**src/rtl/aors_pkg.sv**
```systemverilog
// Package with sizes, codes and control types of the occlusion range set.
package aors_pkg;

  localparam int MAX_RANGES = 64;
  localparam int CW         = $clog2(MAX_RANGES + 1);
  localparam int AW         = $clog2(MAX_RANGES);
  localparam int ANGLE_W    = 32;
  localparam int CMD_W      = 2;

  typedef enum logic [CMD_W-1:0] {
    CMD_CLEAR  = 2'd0,
    CMD_ADD    = 2'd1,
    CMD_REMOVE = 2'd2,
    CMD_QUERY  = 2'd3
  } cmd_t;

  typedef enum logic [1:0] {IDX_HOLD, IDX_ZERO, IDX_INC} idx_op_t;
  typedef enum logic [2:0] {K_HOLD, K_IDX, K_IDX1, K_CNT, K_INC, K_DEC} k_op_t;
  typedef enum logic [1:0] {RD_IDX, RD_IDX1, RD_K1, RD_KM1} rd_sel_t;
  typedef enum logic {WA_IDX, WA_K} wa_sel_t;
  typedef enum logic [3:0] {
    WD_COPY, WD_START_S, WD_START_E, WD_END_E, WD_END_S,
    WD_MERGE, WD_HEND_E, WD_NEW, WD_SPLIT
  } wd_sel_t;
  typedef enum logic [1:0] {CNT_HOLD, CNT_ZERO, CNT_INC, CNT_DEC} cnt_op_t;

  typedef enum logic [3:0] {
    ST_IDLE, ST_Q_RD, ST_Q_CHK, ST_P1_RD, ST_P1_CHK, ST_P2_RD, ST_P2_CHK,
    ST_MRG, ST_P3_RD, ST_P3_CHK, ST_INS_GO, ST_INS_RD, ST_INS_WR,
    ST_DEL_RD, ST_DEL_WR, ST_FIN
  } state_t;

  typedef struct packed {
    logic    load;
    idx_op_t idx_op;
    k_op_t   k_op;
    logic    rd_en;
    rd_sel_t rd_sel;
    logic    wr_en;
    wa_sel_t wa_sel;
    wd_sel_t wd_sel;
    logic    hold_ld;
    cnt_op_t cnt_op;
  } dp_cmd_t;

  typedef struct packed {
    cmd_t cmd;
    logic idx_lt_cnt;
    logic idx1_lt_cnt;
    logic k1_lt_cnt;
    logic k_gt_idx;
    logic full;
    logic e_zero;
    logic st_zero;
    logic st_lt_e;
    logic st_ge_s;
    logic st_le_e;
    logic st_le_s;
    logic st_lt_s;
    logic en_le_e;
    logic en_ge_e;
    logic en_ge_s;
    logic en_gt_e;
  } dp_stat_t;

endpackage

```
**src/rtl/aors_ctrl.sv**
```systemverilog
// Controller state machine that sequences scans, shifts and result items.
module aors_ctrl (
  input  logic               clk,
  input  logic               rst_n,
  input  logic               in_valid,
  output logic               in_ready,
  input  aors_pkg::cmd_t     in_command,
  output logic               out_valid,
  input  logic               out_ready,
  output logic               out_visible,
  output logic               out_table_full,
  input  aors_pkg::dp_stat_t stat,
  output aors_pkg::dp_cmd_t  ctl
);
  import aors_pkg::*;

  state_t state_r, state_nxt, ret_r, ret_nxt;
  logic   out_valid_r, out_valid_nxt, vis_r, vis_nxt, full_r, full_nxt;
  logic   fin, fin_vis, fin_full;

  assign in_ready       = (state_r == ST_IDLE) && !out_valid_r;
  assign out_valid      = out_valid_r;
  assign out_visible    = vis_r;
  assign out_table_full = full_r;

  always_ff @(posedge clk) begin
    if (!rst_n) begin
      state_r     <= ST_IDLE;
      ret_r       <= ST_IDLE;
      out_valid_r <= 1'b0;
    end else begin
      state_r     <= state_nxt;
      ret_r       <= ret_nxt;
      out_valid_r <= out_valid_nxt;
    end
  end

  always_ff @(posedge clk) begin
    vis_r  <= vis_nxt;
    full_r <= full_nxt;
  end

  always_comb begin
    state_nxt = state_r;
    ret_nxt   = ret_r;
    fin       = 1'b0;
    fin_vis   = 1'b0;
    fin_full  = 1'b0;
    ctl       = '{load: 1'b0, idx_op: IDX_HOLD, k_op: K_HOLD, rd_en: 1'b0,
                  rd_sel: RD_IDX, wr_en: 1'b0, wa_sel: WA_IDX, wd_sel: WD_COPY,
                  hold_ld: 1'b0, cnt_op: CNT_HOLD};
    case (state_r)
      ST_IDLE: begin
        if (in_valid && in_ready) begin
          ctl.load   = 1'b1;
          ctl.idx_op = IDX_ZERO;
          case (in_command)
            CMD_CLEAR: begin
              ctl.cnt_op = CNT_ZERO;
              fin        = 1'b1;
            end
            CMD_QUERY: state_nxt = ST_Q_RD;
            default:   state_nxt = ST_P1_RD;
          endcase
        end
      end
      ST_Q_RD: begin
        if (!stat.idx_lt_cnt) begin
          fin       = 1'b1;
          fin_vis   = 1'b1;
          state_nxt = ST_IDLE;
        end else begin
          ctl.rd_en = 1'b1;
          state_nxt = ST_Q_CHK;
        end
      end
      ST_Q_CHK: begin
        if (stat.e_zero) begin
          fin       = 1'b1;
          fin_vis   = !stat.st_zero;
          state_nxt = ST_IDLE;
        end else if (!stat.st_lt_e) begin
          fin       = 1'b1;
          fin_vis   = 1'b1;
          state_nxt = ST_IDLE;
        end else if (stat.st_le_s && stat.en_ge_e) begin
          fin       = 1'b1;
          state_nxt = ST_IDLE;
        end else begin
          ctl.idx_op = IDX_INC;
          state_nxt  = ST_Q_RD;
        end
      end
      ST_P1_RD: begin
        if (!stat.idx_lt_cnt) begin
          ctl.idx_op = IDX_ZERO;
          state_nxt  = ST_P2_RD;
        end else begin
          ctl.rd_en = 1'b1;
          state_nxt = ST_P1_CHK;
        end
      end
      ST_P1_CHK: begin
        if (!stat.st_lt_e) begin
          ctl.idx_op = IDX_ZERO;
          state_nxt  = ST_P2_RD;
        end else if (stat.st_ge_s && stat.en_le_e) begin
          ctl.k_op  = K_IDX;
          ret_nxt   = ST_P1_RD;
          state_nxt = ST_DEL_RD;
        end else if (stat.cmd == CMD_ADD && stat.st_le_s && stat.en_ge_e) begin
          state_nxt = ST_FIN;
        end else begin
          ctl.idx_op = IDX_INC;
          state_nxt  = ST_P1_RD;
        end
      end
      ST_P2_RD: begin
        if (!stat.idx_lt_cnt) begin
          ctl.idx_op = IDX_ZERO;
          state_nxt  = (stat.cmd == CMD_ADD) ? ST_P3_RD : ST_FIN;
        end else begin
          ctl.rd_en = 1'b1;
          state_nxt = ST_P2_CHK;
        end
      end
      ST_P2_CHK: begin
        if (stat.st_ge_s && stat.st_le_e) begin
          ctl.wr_en  = 1'b1;
          ctl.wd_sel = (stat.cmd == CMD_ADD) ? WD_START_S : WD_START_E;
          state_nxt  = ST_FIN;
        end else if (stat.en_ge_s && stat.en_le_e) begin
          if (stat.cmd == CMD_ADD) begin
            ctl.hold_ld = 1'b1;
            if (stat.idx1_lt_cnt) begin
              ctl.rd_en  = 1'b1;
              ctl.rd_sel = RD_IDX1;
              state_nxt  = ST_MRG;
            end else begin
              ctl.wr_en  = 1'b1;
              ctl.wd_sel = WD_END_E;
              state_nxt  = ST_FIN;
            end
          end else begin
            ctl.wr_en  = 1'b1;
            ctl.wd_sel = WD_END_S;
            ctl.idx_op = IDX_INC;
            state_nxt  = ST_P2_RD;
          end
        end else if (stat.cmd != CMD_ADD && stat.st_lt_s && stat.en_gt_e) begin
          ctl.wr_en   = 1'b1;
          ctl.wd_sel  = WD_END_S;
          ctl.hold_ld = 1'b1;
          ctl.idx_op  = IDX_INC;
          state_nxt   = ST_INS_GO;
        end else begin
          ctl.idx_op = IDX_INC;
          state_nxt  = ST_P2_RD;
        end
      end
      ST_MRG: begin
        ctl.wr_en = 1'b1;
        if (stat.st_le_e) begin
          ctl.wd_sel = WD_MERGE;
          ctl.k_op   = K_IDX1;
          ret_nxt    = ST_FIN;
          state_nxt  = ST_DEL_RD;
        end else begin
          ctl.wd_sel = WD_HEND_E;
          state_nxt  = ST_FIN;
        end
      end
      ST_P3_RD: begin
        if (!stat.idx_lt_cnt) begin
          state_nxt = ST_INS_GO;
        end else begin
          ctl.rd_en = 1'b1;
          state_nxt = ST_P3_CHK;
        end
      end
      ST_P3_CHK: begin
        if (stat.st_lt_e) begin
          ctl.idx_op = IDX_INC;
          state_nxt  = ST_P3_RD;
        end else begin
          state_nxt = ST_INS_GO;
        end
      end
      ST_INS_GO: begin
        if (stat.full) begin
          fin       = 1'b1;
          fin_full  = 1'b1;
          state_nxt = ST_IDLE;
        end else begin
          ctl.k_op  = K_CNT;
          state_nxt = ST_INS_RD;
        end
      end
      ST_INS_RD: begin
        if (stat.k_gt_idx) begin
          ctl.rd_en  = 1'b1;
          ctl.rd_sel = RD_KM1;
          state_nxt  = ST_INS_WR;
        end else begin
          ctl.wr_en  = 1'b1;
          ctl.wd_sel = (stat.cmd == CMD_ADD) ? WD_NEW : WD_SPLIT;
          ctl.cnt_op = CNT_INC;
          state_nxt  = ST_FIN;
        end
      end
      ST_INS_WR: begin
        ctl.wr_en  = 1'b1;
        ctl.wa_sel = WA_K;
        ctl.k_op   = K_DEC;
        state_nxt  = ST_INS_RD;
      end
      ST_DEL_RD: begin
        if (stat.k1_lt_cnt) begin
          ctl.rd_en  = 1'b1;
          ctl.rd_sel = RD_K1;
          state_nxt  = ST_DEL_WR;
        end else begin
          ctl.cnt_op = CNT_DEC;
          state_nxt  = ret_r;
        end
      end
      ST_DEL_WR: begin
        ctl.wr_en  = 1'b1;
        ctl.wa_sel = WA_K;
        ctl.k_op   = K_INC;
        state_nxt  = ST_DEL_RD;
      end
      ST_FIN: begin
        fin       = 1'b1;
        state_nxt = ST_IDLE;
      end
      default: state_nxt = ST_IDLE;
    endcase
  end

  always_comb begin
    out_valid_nxt = out_valid_r && !out_ready;
    vis_nxt       = vis_r;
    full_nxt      = full_r;
    if (fin) begin
      out_valid_nxt = 1'b1;
      vis_nxt       = fin_vis;
      full_nxt      = fin_full;
    end
  end
endmodule

```
**config.mk**
```make
export PLATFORM = sky130hd
export DESIGN_NAME = aors_ctrl
export DESIGN_NICKNAME = d
export VERILOG_FILES = /design/src/rtl/aors_pkg.sv /design/src/rtl/aors_ctrl.sv
export SDC_FILE = /design/constraint.sdc
export NUM_CORES = 1
export LEC_CHECK = 0
export ABC_AREA = 1
export BUFFER_PORTS_ARGS = -buffer_cell sky130_fd_sc_hd__buf_2
export CORE_ASPECT_RATIO = 1.25
export CORE_MARGIN = 10
export CORE_UTILIZATION = 40
export DETAILED_ROUTE_END_ITERATION = 6
export GPL_TIMING_DRIVEN = 0
export PLACE_DENSITY = 0.7
export SYNTH_ARGS = -nofsm -noshare
export SYNTH_HDL_FRONTEND = slang
export SYNTH_SLANG_ARGS = --single-unit
```
**constraint.sdc**
```tcl
create_clock -name clk -period 2.2 [get_ports clk]
set_clock_uncertainty 0.05 [all_clocks]
set_input_delay 0.66 -clock clk [delete_from_list [all_inputs] [get_ports clk]]
set_output_delay 0.66 -clock clk [all_outputs]
set_load 0.005 [all_outputs]
```
# After elaboration in Yosys (flattened, before gate mapping)

Index checks and enable logic that the tools add are counted.

Register bits: 11
Output and inout bits: 22
Word-level logic and storage cells: 145
Bits of input ports: 24

Muxes and demuxes: 94
Reductions and logical operators: 23
Equality and inequality tests: 23

Operators by type and width:

| cell               | number |
|---|---|
| $mux 4             | 22 |
| $pmux 4 s16        | 1 |
| $mux 2             | 22 |
| $eq 4x4->1 const B | 8 |
| $mux 1             | 29 |
| $mux 3             | 8 |
| $eq 4x3->1 const B | 4 |
| $pmux 4 s2         | 2 |
| $pmux 3 s5         | 1 |
| $pmux 2 s3         | 2 |
| $pmux 2 s6         | 1 |
| $pmux 4 s3         | 1 |
| $logic_and 1x1->1  | 11 |
| $eq 4x2->1 const B | 2 |
| $ne 2x2->1 const B | 4 |
| $mux 5             | 1 |
| $pmux 1 s5         | 1 |
| $eq 4x1->1 const B | 1 |
| $logic_not 4->1    | 1 |
| $ne 2x1->1 const B | 2 |
| $pmux 1 s4         | 1 |
| $reduce_and 4->1   | 1 |
| $reduce_or 2->1    | 2 |
| $reduce_or 4->1    | 1 |
| other kinds (9)    | 11 |

# Logic depth before layout (Yosys ltp)

Depth after elaboration: 7
Gate-level depth with buffers: 9
Mapped depth without buffers: 9

# Worst setup path after synthesis

OpenSTA, ideal clock, no wires.

Path kind: input to output
From: input stat[16] (netlist name)
To: output ctl[4] (netlist name)
Setup slack: 0.082 ns
Path buffers: 0
Stages on the path: 8
Arrival: 1.408 ns
Required time: 1.490 ns
Cells stage by stage: inv_1 -> nor2_1 -> nand2_1 -> nor2_1 -> nor2_1 -> nor2_1 -> nand2_1 -> nand3_1

RTL lines:

| item        | line            | source |
|---|---|---|
| from (decl) | aors_ctrl.sv:12 | `input aors_pkg::dp_stat_t stat,` |
| to (decl)   | aors_ctrl.sv:13 | `output aors_pkg::dp_cmd_t ctl` |

==> out/results.tsv <==
metric	value	unit
synth_top_cell_by_area	nand2_1	
p_per_area	553	nW/um2
place.gp.congestion	0.920	
ant_nets	0	
dp_hpwl	2930	um
io_pins	46	
min_path_type	reg2reg	
failed_checks	setup timing	
yosys_warnings	0	
drc	0	
grt_overflow_total	0	
synthCells	196	
grt_antenna_before_repair	0	
crit_fanout	6	
cts_tree	done	
dieWidth	65.3	um
postSynthAreaPerCell	5.23	um2
synthesis.area	1030	um2
route.met3.wl	390	um
grt_pass1_wl	6270	um
maxCapViolations	0	
setup_violations	3	
cts_root_buf	clkbuf_4	
dr.first_iter.drc_count	58	
syn_nets	220	
io_buffers	45	
synth_cell_type_count	20	
rows	20	
synth_seq_cells	9	
cts_buffer_depth	2	
p_leak	0.987	nW
nets	287	
h-tree-depth	1	
drt-total-wl	3940	um
seq_area_frac_synth	19.5	%
fin_ws	-0.0263	ns
critical_path_class	reg2out	
slowest_stage	dfxtp_4	
first_pass_iters	4	
synth_area_leaders	nand2_1, dfxtp_1, nor2_1	
grt_max_degree	8	
cts-buffers-inserted	3	
cts_sinks	9	
layout_common_cells	nand2_1, buf_2, nor2_1	
final_common_cell	nand2_1	
drive_gt1_share	40.8	%
die-height	76.6	um
clk_pin_slew	0.06	ns
crit_start	state_r[0]$_SDFFE_PN0P_	
yosysTopAreaCellShare	23.4	%
slew_headroom	83.5	%
min-delay-start	ret_r[2]$_SDFFE_PN0P_	
cts_hold_buf	0	
cp_slowest_stage_delay	0.40	ns
rr_startpoint	state_r[3]$_SDFFE_PN0P_	
period_needed	2.23	ns
grt_pass1_vias	1487	
vdd_drop_max	0.278	mV
die-area	5000	um2
coreArea	2450	um2
rsz0062_at_grt	true	
cp.arrival	1.52	ns
cp.required	1.49	ns
via_per_inst	5.07	
wl_per_cell	13.3	um
wl_met1	1490	um
grtUsageTotal	15.2	%
cp-end-kind	output pin	
num_vias	1497	
status	finished, violations left	
clk_latency	0.28	ns
topRoutingLayerUsed	met4	
worstPathCellList	nand2_2, inv_2, nand3b_4, or2_4, o211ai_1, buf_2	
start_kind	register	
worst_pin_slew	0.243	ns
post-route-util	65.3	%
fmax	449	MHz
min_period_over_period	101	%
met2_length	1880	um
finalHoldViolCount	0	
slew_viol_final	0	
n_antenna_cell	0	
area_delta_synth_final	56.1	%
start_util	41.8	%
power	0.886	mW
-- sequential cells by signal (all words and copies together), names as in the netlist --
name,flops
out_valid,1
ret_r,2
out_table_full,1
out_visible,1
state_r,4
-- synth_stat cells --
library cell	instances
o2bb2ai_1	1
nand2_2	2
nor2_1	33
a21oi_1	7
nand3_1	19
nand3b_4	1
o21ai_0	11
nor3_1	3
buf_4	1
dfxtp_1	7
a31oi_1	1
inv_1	30
o211ai_1	1
nand4_1	4
nand2_1	64
or2_2	2
nand3b_1	2
edfxtp_1	2
o311ai_0	1
nor2_2	4
-- final cells by class --
type | instances | area, um2
multi-input cells | 156 | 816
fillers | 244 | 851
well taps | 33 | 41.3
clock buffers | 4 | 26.3
repair buffers | 62 | 380
plain buffers | 1 | 7.51
flip-flops and latches | 9 | 215
inverters | 30 | 115
-- cells by family (layout without fill, tap and decap cells) --
family | count (synthesis) | after routing | share of synthesized area [%]
simple gates | 134 | 134 | 56.9
buf+inv | 31 | 97 | 11.7
compound gates | 22 | 22 | 11.8
flops | 9 | 9 | 19.5
-- layer usage --
metal | GRT usage (%) | vias to the layer above
met5 | 0 | -
met4 | 12.4 | 0
met3 | 5.74 | 17
met2 | 25.0 | 72
met1 | 14.4 | 649
li1 | - | 759
-- stage by stage --
| stage | cell area, um2 | setup TNS [ns] | setup WS (ns) | hold slack, ns | instances |
|---|---|---|---|---|---|
| global route | 1600 | -0.586 | -0.122 | 0.439 | 295 |
| global placement | 1290 | -2.15 | -0.402 | 0.407 | 274 |
| CTS | 1470 | -0.00346 | -0.00346 | 0.418 | 288 |
| finish | 1600 | -0.0386 | -0.0263 | 0.418 | 295 |
| detailed placement | 1290 | -2.32 | -0.410 | 0.414 | 274 |
| floorplan | 1030 | 0 | 0.0823 | 0.387 | 196 |
-- critical path, delay by kind of cell, from the launching register on --
family / cells / cell delay, ns
buffers and inverters: 2 / 0.24
and+or+nand+nor: 3 / 0.51
AOI/OAI and AO/OA: 1 / 0.08
DFF: 1 / 0.40
-- final timing paths --
kind,cells after the start,to,slack (ns)
worst max register to register,9,state_r[1]$_SDFFE_PN0P_,0.63
worst min register to register,2,ret_r[2]$_SDFFE_PN0P_,0.42
worst min-delay path,2,ret_r[2]$_SDFFE_PN0P_,0.42
worst max-delay path,6,ctl[5],-0.03
-- repair_timing --
action	CTS	global route
resized for setup	29	28
setup buffers	10	7
endpoints found under the setup margin	12	14
pin swaps	6	13
cloned	0	0
-- power by group --
group	leakage, nW	switching [mW]	internal (mW)
sequential	0.0792	0.0447	0.218
clock	0.0150	0.0658	0.0704
combinational	0.893	0.287	0.200
Note: power is estimated with default switching activity, not from simulation.
